File: src/rtl/emi2df_pkg.sv
// ----------------------------------------------------------------------------
// emi2df_pkg: shared types and constants of the frame deframer
// Holds the message codes, header positions and the result record that
// travels from the parser to the output buffer.
// ----------------------------------------------------------------------------
package emi2df_pkg;

  localparam logic [7:0] CodeDataInd = 8'h29;
  localparam logic [7:0] CodeBusMon  = 8'h2B;
  localparam logic [3:0] LenMask     = 4'hf;
  localparam logic [2:0] HopMask     = 3'h7;
  localparam logic [7:0] GroupBit    = 8'h80;

  localparam logic [7:0] PosCode     = 8'd0;
  localparam logic [7:0] PosCtrl1    = 8'd1;
  localparam logic [7:0] PosSrcHi    = 8'd2;
  localparam logic [7:0] PosSrcLo    = 8'd3;
  localparam logic [7:0] PosDstHi    = 8'd4;
  localparam logic [7:0] PosDstLo    = 8'd5;
  localparam logic [7:0] PosCtrl2    = 8'd6;
  localparam logic [7:0] PosDataBase = 8'd7;
  localparam logic [7:0] PosMonBase  = 8'd4;
  localparam logic [7:0] PosMax      = 8'd255;

  localparam int unsigned TdataW = 56;

  typedef struct packed {
    logic        last;
    logic [7:0]  idx;
    logic [7:0]  data;
    logic [2:0]  hop;
    logic        grp;
    logic [1:0]  prio;
    logic [15:0] dst;
    logic [15:0] src;
    logic        kind;
  } res_t;

endpackage

File: src/rtl/emi2_frame_deframer.sv
// ----------------------------------------------------------------------------
// emi2_frame_deframer: deframer for received bus-interface frames
// Frame bytes enter on the slave stream, one per transfer, with tlast on
// the final byte of each frame. Data indication frames give one result per
// payload byte, clamped to the declared length and carrying the header
// fields; bus monitor frames give every byte from the fifth one on.
// Other message codes and short frames give no result.
// A byte is taken into an input register, parsed from there and its result
// written to a two-entry output buffer, from which it is offered on the
// master stream; parsing waits while the buffer is full.
// One byte is accepted in every cycle as long as the output buffer has a
// free entry or the input register is empty; the parser sits between the
// input register and the output buffer and works one byte per cycle while
// the buffer has a free entry.
// When the receiver stalls, the buffer fills and the slave tready drops
// once both entries and the input register are occupied.
// Reset clears the byte position, the captured header and both stages.
// ----------------------------------------------------------------------------
module emi2_frame_deframer
  import emi2df_pkg::*;
(
  input  logic              clk_i,
  input  logic              rst_ni,
  input  logic              s_axis_tvalid_i,
  output logic              s_axis_tready_o,
  // rx_byte[7:0]
  input  logic [7:0]        s_axis_tdata_i,
  input  logic              s_axis_tlast_i,
  output logic              m_axis_tvalid_o,
  input  logic              m_axis_tready_i,
  // source_addr[15:0], dest_addr[31:16], priority_class[33:32],
  // group_flag[34], hop_count[37:35], payload_byte[45:38],
  // payload_index[53:46], zero fill[55:54]
  output logic [TdataW-1:0] m_axis_tdata_o,
  // frame_kind
  output logic              m_axis_tuser_o,
  output logic              m_axis_tlast_o
);

  logic       in_vld_q;
  logic [7:0] in_byte_q;
  logic       in_last_q;
  logic       space;
  logic       step;
  logic       res_vld;
  res_t       res;
  res_t       out_res;

  assign step            = in_vld_q && space;
  assign s_axis_tready_o = !in_vld_q || space;

  always_ff @(posedge clk_i or negedge rst_ni) begin
    if (!rst_ni) begin
      in_vld_q <= 1'b0;
    end else if (s_axis_tready_o) begin
      in_vld_q <= s_axis_tvalid_i;
    end
  end

  always_ff @(posedge clk_i) begin
    if (s_axis_tready_o && s_axis_tvalid_i) begin
      in_byte_q <= s_axis_tdata_i;
      in_last_q <= s_axis_tlast_i;
    end
  end

  emi2df_parse u_parse (
    .clk_i     (clk_i),
    .rst_ni    (rst_ni),
    .step_i    (step),
    .byte_i    (in_byte_q),
    .last_i    (in_last_q),
    .res_vld_o (res_vld),
    .res_o     (res)
  );

  emi2df_obuf u_obuf (
    .clk_i       (clk_i),
    .rst_ni      (rst_ni),
    .push_i      (step && res_vld),
    .push_data_i (res),
    .space_o     (space),
    .valid_o     (m_axis_tvalid_o),
    .ready_i     (m_axis_tready_i),
    .data_o      (out_res)
  );

  assign m_axis_tdata_o = {2'b00, out_res.idx, out_res.data, out_res.hop, out_res.grp,
                           out_res.prio, out_res.dst, out_res.src};
  assign m_axis_tuser_o = out_res.kind;
  assign m_axis_tlast_o = out_res.last;

`ifndef SYNTHESIS
  a_push_shows : assert property (@(posedge clk_i) disable iff (!rst_ni)
    (step && res_vld) |=> m_axis_tvalid_o)
    else $error("Parsed result did not reach the output.");

  a_mon_no_hdr : assert property (@(posedge clk_i) disable iff (!rst_ni)
    (m_axis_tvalid_o && m_axis_tuser_o) |-> (m_axis_tdata_o[37:0] == 38'd0))
    else $error("Monitor result carries header fields.");

  a_data_len : assert property (@(posedge clk_i) disable iff (!rst_ni)
    (m_axis_tvalid_o && !m_axis_tuser_o) |-> (m_axis_tdata_o[53:50] == 4'd0))
    else $error("Data result index beyond the declared length range.");

  a_stall_hold : assert property (@(posedge clk_i) disable iff (!rst_ni)
    !s_axis_tready_o |-> (in_vld_q && !space))
    else $error("Input stalled without a full pipeline.");
`endif

endmodule

File: src/rtl/emi2df_parse.sv
// ----------------------------------------------------------------------------
// emi2df_parse: header capture and payload selection
// Tracks the byte position, captures the header fields and decides for each
// byte whether it leaves the block, together with its result fields.
// ----------------------------------------------------------------------------
module emi2df_parse
  import emi2df_pkg::*;
(
  input  logic       clk_i,
  input  logic       rst_ni,
  input  logic       step_i,
  input  logic [7:0] byte_i,
  input  logic       last_i,
  output logic       res_vld_o,
  output res_t       res_o
);

  logic [7:0]  pos_q, pos_d;
  logic [7:0]  code_q, code_d;
  logic [15:0] src_q, src_d;
  logic [15:0] dst_q, dst_d;
  logic [1:0]  prio_q, prio_d;
  logic [7:0]  ctrl_q, ctrl_d;
  logic        done_q, done_d;

  logic [7:0] data_idx;
  logic [7:0] mon_idx;
  logic       in_len;
  logic       len_end;
  logic       grp;

  always_comb begin
    code_d = code_q;
    prio_d = prio_q;
    src_d  = src_q;
    dst_d  = dst_q;
    ctrl_d = ctrl_q;
    unique case (pos_q)
      PosCode:  code_d       = byte_i;
      PosCtrl1: prio_d       = byte_i[3:2];
      PosSrcHi: src_d[15:8]  = byte_i;
      PosSrcLo: src_d[7:0]   = byte_i;
      PosDstHi: dst_d[15:8]  = byte_i;
      PosDstLo: dst_d[7:0]   = byte_i;
      PosCtrl2: ctrl_d       = byte_i;
      default: ;
    endcase
  end

  assign data_idx = pos_q - PosDataBase;
  assign mon_idx  = pos_q - PosMonBase;
  assign in_len   = (data_idx[7:4] == 4'h0) && (data_idx[3:0] <= (ctrl_q[3:0] & LenMask));
  assign len_end  = data_idx[3:0] == (ctrl_q[3:0] & LenMask);
  assign grp      = (ctrl_q & GroupBit) != 8'h00;

  always_comb begin
    res_vld_o = 1'b0;
    res_o     = '0;
    done_d    = done_q;
    if ((code_q == CodeDataInd) && (pos_q >= PosDataBase) && !done_q) begin
      if (in_len) begin
        res_vld_o   = 1'b1;
        res_o.kind  = 1'b0;
        res_o.src   = src_q;
        res_o.dst   = grp ? dst_q : 16'h0000;
        res_o.prio  = prio_q;
        res_o.grp   = grp;
        res_o.hop   = ctrl_q[6:4] & HopMask;
        res_o.data  = byte_i;
        res_o.idx   = data_idx;
        res_o.last  = last_i || len_end;
        if (last_i || len_end) begin
          done_d = 1'b1;
        end
      end
    end else if ((code_q == CodeBusMon) && (pos_q >= PosMonBase)) begin
      res_vld_o  = 1'b1;
      res_o.kind = 1'b1;
      res_o.data = byte_i;
      res_o.idx  = mon_idx;
      res_o.last = last_i;
    end
    if (last_i) begin
      pos_d  = '0;
      done_d = 1'b0;
    end else if (pos_q != PosMax) begin
      pos_d = pos_q + 8'd1;
    end else begin
      pos_d = pos_q;
    end
  end

  always_ff @(posedge clk_i or negedge rst_ni) begin
    if (!rst_ni) begin
      pos_q  <= '0;
      code_q <= '0;
      src_q  <= '0;
      dst_q  <= '0;
      prio_q <= '0;
      ctrl_q <= '0;
      done_q <= 1'b0;
    end else if (step_i) begin
      pos_q  <= pos_d;
      code_q <= code_d;
      src_q  <= src_d;
      dst_q  <= dst_d;
      prio_q <= prio_d;
      ctrl_q <= ctrl_d;
      done_q <= done_d;
    end
  end

endmodule

File: src/rtl/emi2df_obuf.sv
// ----------------------------------------------------------------------------
// emi2df_obuf: two-entry result buffer
// Holds finished results so that the parser keeps running for one more
// transfer while the receiver stalls.
// ----------------------------------------------------------------------------
module emi2df_obuf
  import emi2df_pkg::*;
(
  input  logic clk_i,
  input  logic rst_ni,
  input  logic push_i,
  input  res_t push_data_i,
  output logic space_o,
  output logic valid_o,
  input  logic ready_i,
  output res_t data_o
);

  res_t       mem_q [2];
  logic       wr_ptr_q;
  logic       rd_ptr_q;
  logic [1:0] cnt_q;
  logic       pop;

  assign valid_o = cnt_q != 2'd0;
  assign space_o = cnt_q != 2'd2;
  assign pop     = valid_o && ready_i;
  assign data_o  = mem_q[rd_ptr_q];

  always_ff @(posedge clk_i) begin
    if (push_i) begin
      mem_q[wr_ptr_q] <= push_data_i;
    end
  end

  always_ff @(posedge clk_i or negedge rst_ni) begin
    if (!rst_ni) begin
      wr_ptr_q <= 1'b0;
      rd_ptr_q <= 1'b0;
      cnt_q    <= 2'd0;
    end else begin
      if (push_i) begin
        wr_ptr_q <= ~wr_ptr_q;
      end
      if (pop) begin
        rd_ptr_q <= ~rd_ptr_q;
      end
      if (push_i && !pop) begin
        cnt_q <= cnt_q + 2'd1;
      end else if (pop && !push_i) begin
        cnt_q <= cnt_q - 2'd1;
      end
    end
  end

endmodule
File: config.mk
export PLATFORM = sky130hd
export DESIGN_NAME = emi2_frame_deframer
export DESIGN_NICKNAME = d
export VERILOG_FILES = /design/src/rtl/emi2df_pkg.sv /design/src/rtl/emi2_frame_deframer.sv /design/src/rtl/emi2df_parse.sv /design/src/rtl/emi2df_obuf.sv
export SDC_FILE = /design/constraint.sdc
export NUM_CORES = 1
export LEC_CHECK = 0
export BUFFER_PORTS_ARGS = -buffer_cell sky130_fd_sc_hd__buf_2
export CELL_PAD_IN_SITES_DETAIL_PLACEMENT = 1
export CELL_PAD_IN_SITES_GLOBAL_PLACEMENT = 2
export CORE_MARGIN = 1
export CORE_UTILIZATION = 40
export CTS_BUF_LIST = sky130_fd_sc_hd__clkbuf_4 sky130_fd_sc_hd__clkbuf_8
export DETAILED_ROUTE_END_ITERATION = 12
export PLACE_DENSITY = 0.86
export SYNTH_ARGS = -nofsm -noshare
export SYNTH_HDL_FRONTEND = slang
export SYNTH_SLANG_ARGS = --single-unit
export TNS_END_PERCENT = 5
File: constraint.sdc
create_clock -name clk_i -period 3.4 [get_ports clk_i]
set_input_delay 0.68 -clock clk_i [delete_from_list [all_inputs] [get_ports clk_i]]
set_output_delay 0.68 -clock clk_i [all_outputs]
set_load 0.05 [all_outputs]
==> run_results.csv, run 1 <==
group,metric,value,unit
synth,async_flop_share,34.6,%
die,row_count,50,
cells_and_area,layout_common_cells,"121 x edfxtp_1, 107 x mux2_2, 70 x buf_2",
power_and_ir_drop,leakage,0.00340,uW
cts,clk_pin_slew,0.10,ns
die,die_h,141,um
die,initial_core_util,41.0,%
detailed_routing,post-route-drc-count,0,
global_routing,grt-ovfl-total,0,
timing,post-route-period-util,89.5,%
die,die_w,141,um
synth,post_synth.cell_area_avg,15.7,sq um
min_path,hold_end,"in_byte_q[6]",
place,post_dp_cell_area,8410,sq um
timing,worst_slew_pin_slew,0.844,ns
power_and_ir_drop,combinationalPowerShare,35.6,%
setup_path,crit_fanout,56,
detailed_routing,routed-via-count,4193,
synth,synth.distinct_cells,47,
synth,syn_area,7730,sq um
synth,ys.flop_type,"edfxtp_1",
timing,fin_worst_skew,0.0126,ns
timing,hold_viol,0,
setup_path,cp-end-kind,"flip-flop",
global_routing,grt_max_degree,65,
setup_path,reg2reg_depth,9,
detailed_routing,first_iter_violations,163,
place,place_congestion,0.823,
cells_and_area,multi_input_area,2360,sq um
synth,synth_top_cell_by_area,"edfxtp_1",
setup_path,r2r-end,"u_obuf.mem_q[0][24]",
power_and_ir_drop,seqPwrFrac,42.5,%
power_and_ir_drop,clockPowerShare,21.9,%
global_routing,grt_pass1_vias,4509,
synth,yosysWarningCount,0,
synth,synth_edf_count,121,
global_routing,grt_pass1_wl,25300,um
synth,ys_top_cells_by_area,"edfxtp_1 47%, dfrtp_1 21%, mux2_2 16%, and2_1 2.7%, ha_1 2.1%",
cts,ctsHoldBuffers,0,
cts,root_buffer,"clkbuf_8",
cts,cts_sinks,185,
setup_path,ff2ff_setup_slack,0.36,ns
synth,syn-instance-count,491,
cells_and_area,n_antenna_cell,0,
place,port-buffer-count,70,
min_path,min-delay-start,"s_axis_tdata_i[6]",
cts,cts_max_level,4,
cells_and_area,mostFrequentLayoutCell,"edfxtp_1",
timing,finalSetupViolCount,0,
cells_and_area,seqCellArea,5240,sq um
setup_path,critPathKind,"reg2reg",
setup_path,crit_required,3.53,ns
detailed_routing,viasPerCell,4.99,
global_routing,globalRouteTotalUtil,17.1,%
cts,clkLatencyLatePin,0.47,ns
die,core_area,18800,sq um
min_path,min_path_cells,1,
global_routing,antenna_found_initial,0,
cts,cts.path.max_buffers,2,
timing,fin_tns_setup,0,ns
cells_and_area,fill_cells,1868,
job,drv_cap,0,
min_path,hold_path.class,"in2reg",
cts,numCtsBuffers,17,
synth,ys_seq_area_share,67.7,%
power_and_ir_drop,peakVddDrop,0.000350,V
detailed_routing,wl,15900,um
detailed_routing,wl_per_cell,18.9,um
power_and_ir_drop,cellPowerDensity,798,nW/um^2
cells_and_area,nNetsFinal,594,
power_and_ir_drop,power.internal,4380,uW
detailed_routing,drt_first_pass_iters,4,
cells_and_area,drive_gt1_share,39.2,%
timing,period_needed,3.04,ns
place,hpwl,10600,um
cells_and_area,final_cells,841,
cells_and_area,areaGrowthSynthToFinish,14.3,%
setup_path,r2r-start,"u_parse.pos_q[2]",
timing,max_freq,0.329,GHz
cells_and_area,final_cell_area,8840,sq um
timing,slew_headroom,43.7,%
detailed_routing,ant_nets,0,
cts,cts_tree,"yes",
status,status,"complete, no violations",
power_and_ir_drop,p_sw_share,37.9,%
cts,post-cts-setup-buffers,0,
cts,cts_resized,0,
synth,ys_seq_elements,185,
setup_path,startpoint_type,"flip-flop",
die,die-area,19900,sq um
setup_path,cp.arrival,3.18,ns
die,io_pins,73,
place,dp_cells,809,
synth,yosysTopAreaCellShare,47.0,%
timing,grt_setup_unrepaired,"no",
timing,slew_violations,0,
power_and_ir_drop,p_sw,2680,uW
-- metrics by stage --
step           worst slack (ns)  utilization (%)  total power [uW]  hold WS, ns
2_1_floorplan            -0.247                -              4930        0.384
3_3_place_gp              0.545             44.7              5490        0.480
3_5_place_dp              0.404             44.7              5570        0.487
4_1_cts                   0.377             46.9              7140        0.354
5_1_grt                   0.161             46.9              7370        0.362
6_report                  0.357             46.9              7050        0.380
-- worst max-delay path: stages (launching register included) --
cell,delay (ns)
dfrtp_1,0.55
nand3_1,0.30
xnor2_1,0.24
ha_1,0.34
nand4_1,0.15
a21boi_0,0.16
buf_4,0.17
o21ai_1,0.22
and3_2,0.25
buf_12,0.29
-- Yosys cell counts (3+ instances only) --
| master | n |
|---|---|
| mux2_2 | 107 |
| ha_1 | 13 |
| and3_1 | 21 |
| a21oi_1 | 4 |
| inv_1 | 9 |
| dfrtp_1 | 64 |
| xor2_1 | 5 |
| clkbuf_2 | 5 |
| nand4_1 | 5 |
| edfxtp_1 | 121 |
| o21ai_0 | 5 |
| nand2b_1 | 4 |
| buf_2 | 3 |
| clkbuf_1 | 11 |
| buf_4 | 3 |
| nor2_1 | 14 |
| nand2_1 | 17 |
| xnor2_1 | 8 |
| nand3_1 | 5 |
| and2_1 | 33 |
| nor3_1 | 3 |
-- logic make-up after synthesis --
kind of cell             Yosys count  share of synthesized area [%]
adder cells (fa/ha/maj)           13                           2.10
AND/OR/NAND/NOR                  116                           8.69
flip-flops                       185                           67.7
other                              1                         0.0485
XOR/XNOR                          13                           1.47
AO/OA/AOI/OAI                     24                           2.46
buffers and inverters             31                           1.78
multiplexers                     108                           15.7
-- cell type report --
| class | count | area share, % |
|---|---|---|
| Clock buffer | 20 | 2.90 |
| Tap cell | 260 | 3.68 |
| Timing Repair Buffer | 79 | 5.15 |
| Clock inverter | 12 | 1.88 |
| Multi-Input combinational cell | 276 | 26.7 |
| Inverter | 9 | 0.382 |
| Sequential cell | 185 | 59.3 |
-- power by group through the flow --
stage	clock, uW	combinational [uW]	sequential, uW
floorplan	0	2040	2890
global placement	0	2480	3010
detailed placement	0	2520	3040
CTS	1590	2550	2990
global route	1660	2670	3040
finish	1550	2510	3000
-- registers in the layout, summed over array words and instances (netlist names) --
register	flops
u_parse.src_q	16
in_vld_q	1
u_obuf.wr_ptr_q	1
u_obuf.rd_ptr_q	1
u_obuf.cnt_q	2
u_parse.prio_q	2
in_byte_q	8
u_parse.ctrl_q	8
u_parse.code_q	8
in_last_q	1
u_obuf.mem_q	112
u_parse.pos_q	8
u_parse.dst_q	16
u_parse.done_q	1
-- layer usage --
layer	track usage, %	wire length, um	vias up
li1	-	-	1958
met1	20.4	6830	2142
met2	30.9	8400	72
met3	2.55	399	21
met4	6.98	272	0
met5	0	0	-
-- worst max-delay path by stage --
stage                          start                  end  slack (ns)
finish              u_parse.pos_q[2]  u_obuf.mem_q[0][24]        0.36
global placement    u_parse.pos_q[0]  u_obuf.mem_q[1][20]        0.55
CTS                 u_parse.pos_q[0]  u_obuf.mem_q[1][23]        0.38
detailed placement  u_parse.pos_q[2]  u_obuf.mem_q[0][23]        0.40
global route        u_parse.pos_q[2]  u_obuf.mem_q[0][24]        0.16
floorplan           u_parse.pos_q[0]   u_obuf.mem_q[0][0]       -0.25
No activity file was read; power rests on OpenSTA's default activity.
==> run 2, diff against run 1 <==
CORE_UTILIZATION = 45   (was 40)
PLACE_DENSITY = 0.91   (was 0.86)
clock period = 3.36 ns   (was 3.4 ns; I/O delays follow)
==> run_results.csv, run 2 (same netlist as run 1, synthesis figures left out) <==
group,metric,value,unit
die,die_w,133,um
die,die_h,133,um
global_routing,grt-ovfl-total,0,
global_routing,globalRouteTotalUtil,20.1,%
setup_path,cp_slowest_cell,"dfrtp_1",
timing,post-route-period-util,93.2,%
job,drv_cap,0,
setup_path,critPathKind,"reg2reg",
cells_and_area,layout_common_cells,"121 x edfxtp_1, 107 x mux2_2, 70 x buf_2",
timing,grt_setup_unrepaired,"no",
setup_path,r2r-end,"u_obuf.mem_q[1][40]",
setup_path,path_delay_family,"adder cells",
timing,fin_tns_setup,0,ns
setup_path,slowest_delay,0.49,ns
timing,worst_slew_pin_slew,1.09,ns
min_path,min-delay-start,"s_axis_tdata_i[3]",
place,port-buffer-count,70,
global_routing,grt_pass1_wl,26400,um
place,place_ws,0.326,ns
place,hpwl,11500,um
cts,post-cts-setup-buffers,0,
power_and_ir_drop,leakage,0.00345,uW
detailed_routing,viasPerCell,5.31,
min_path,hold_path.class,"in2reg",
setup_path,r2r-start,"u_parse.pos_q[0]",
die,row_count,47,
cells_and_area,nNetsFinal,597,
setup_path,cp.arrival,3.29,ns
cts,cts_sinks,185,
cells_and_area,fill_cells,1635,
global_routing,antenna_found_initial,0,
place,place_congestion,0.836,
detailed_routing,drt_first_pass_iters,4,
cells_and_area,seqCellArea,5240,sq um
cts,root_buffer,"clkbuf_8",
power_and_ir_drop,cellPowerDensity,826,nW/um^2
cts,ctsHoldBuffers,0,
setup_path,reg2reg_depth,9,
cells_and_area,reg_top3,"u_obuf.mem_q x112, u_parse.dst_q x16, u_parse.src_q x16",
detailed_routing,first_iter_violations,271,
timing,period_needed,3.13,ns
timing,fin_worst_skew,0.0104,ns
cells_and_area,largest_reg_flops,112,
detailed_routing,post-route-drc-count,0,
setup_path,crit_top_cell,"ha_1",
cells_and_area,drive_gt1_share,39.6,%
setup_path,crit_required,3.52,ns
detailed_routing,ant_nets,0,
timing,max_freq,0.319,GHz
timing,fin_ws,0.229,ns
die,die-area,17700,sq um
cells_and_area,n_antenna_cell,0,
cells_and_area,mostFrequentLayoutCell,"edfxtp_1",
cts,cts_tree,"yes",
setup_path,crit_path_cell_trace,"inv_1 -> ha_1 -> ha_1 -> nor2b_1 -> o211ai_1 -> a21boi_0 -> o21ai_1 -> and3_2 -> buf_12",
status,status,"complete, no violations",
power_and_ir_drop,peakVddDrop,0.000335,V
cts,cts.path.max_buffers,2,
cts,numCtsBuffers,17,
setup_path,startpoint_type,"flip-flop",
global_routing,grt_max_degree,48,
setup_path,ff2ff_setup_slack,0.23,ns
cts,clk_pin_slew,0.09,ns
cts,cts_resized,0,
setup_path,path_buf_inv,2,
min_path,hold_end,"in_byte_q[3]",
die,io_pins,73,
min_path,min_path_cells,1,
cells_and_area,areaGrowthSynthToFinish,15.1,%
die,initial_core_util,46.3,%
setup_path,cp-end-kind,"flip-flop",
cells_and_area,top_register,"u_obuf.mem_q",
detailed_routing,wl,16500,um
global_routing,grt_pass1_vias,4648,
cts,clkLatencyLatePin,0.46,ns
cts,cts_max_level,4,
timing,slew_headroom,27.1,%
detailed_routing,wl_per_cell,20.5,um
cells_and_area,multi_input_area,2360,sq um
setup_path,crit_fanout,25,
timing,slew_violations,0,
timing,hold_viol,0,
die,core_area,16700,sq um
timing,finalSetupViolCount,0,
detailed_routing,routed-via-count,4267,
place,post_dp_cell_area,8410,sq um
cells_and_area,final_cell_area,8900,sq um
run 2: cell types whose count changed in the layout (fill, tap and decap cells not counted), moves of 2 or more:
cell	before	now
bufinv_16	3	5
clkinv_4	1	3
buf_12	3	5
clkinvlp_4	3	1
clkbuf_4	3	0
run 2: worst max path at each step:
stage / from / endpoint / slack [ns] / cells past startpoint
global placement: u_parse.pos_q[0] / u_obuf.mem_q[1][11] / 0.46 / 9
CTS: u_parse.pos_q[0] / u_obuf.mem_q[1][1] / 0.21 / 9
global route: u_parse.pos_q[0] / u_obuf.mem_q[1][40] / 0.01 / 9
finish: u_parse.pos_q[0] / u_obuf.mem_q[1][40] / 0.23 / 9
detailed placement: u_parse.pos_q[0] / u_obuf.mem_q[1][10] / 0.33 / 9
floorplan: u_parse.pos_q[0] / u_obuf.mem_q[0][0] / -0.29 / 8
run 2: area by class of cell:
class                           instances  area share, %
Timing Repair Buffer                   82           5.65
Multi-Input combinational cell        276           26.6
Inverter                                9          0.380
Sequential cell                       185           58.9
Clock buffer                           18           2.78
Clock inverter                         14           2.67
Tap cell                              220           3.09
run 2: metrics by stage:
step,util [%],hold WS (ns),total power (uW),cells
2_1_floorplan,-,0.376,4990,492
3_3_place_gp,50.4,0.479,5550,772
3_5_place_dp,50.4,0.488,5650,772
4_1_cts,53.3,0.362,7430,804
5_1_grt,53.3,0.360,7670,804
6_report,53.3,0.387,7350,804
run 2: worst reg2reg max path, delay by kind of cell, from the launching register on:
family                   cells  cell delay [ns]
AO/OA/AOI/OAI                3             0.64
AND/OR/NAND/NOR              2             0.62
adder cells (fa/ha/maj)      2             0.69
flip-flops                   1             0.49
buffers and inverters        2             0.38
run 2: report_power, final:
part | switching [uW] | internal, uW
sequential | 322 | 2730
clock | 818 | 927
combinational | 1620 | 931
run 2: per-layer routing:
metal | share of wire [%] | vias to the layer above | GRT usage (%)
li1 | - | 1960 | -
met1 | 44 | 2196 | 26.6
met2 | 51 | 92 | 33.2
met3 | 3.0 | 19 | 3.49
met4 | 1.9 | 0 | 7.47
met5 | 0 | - | 0
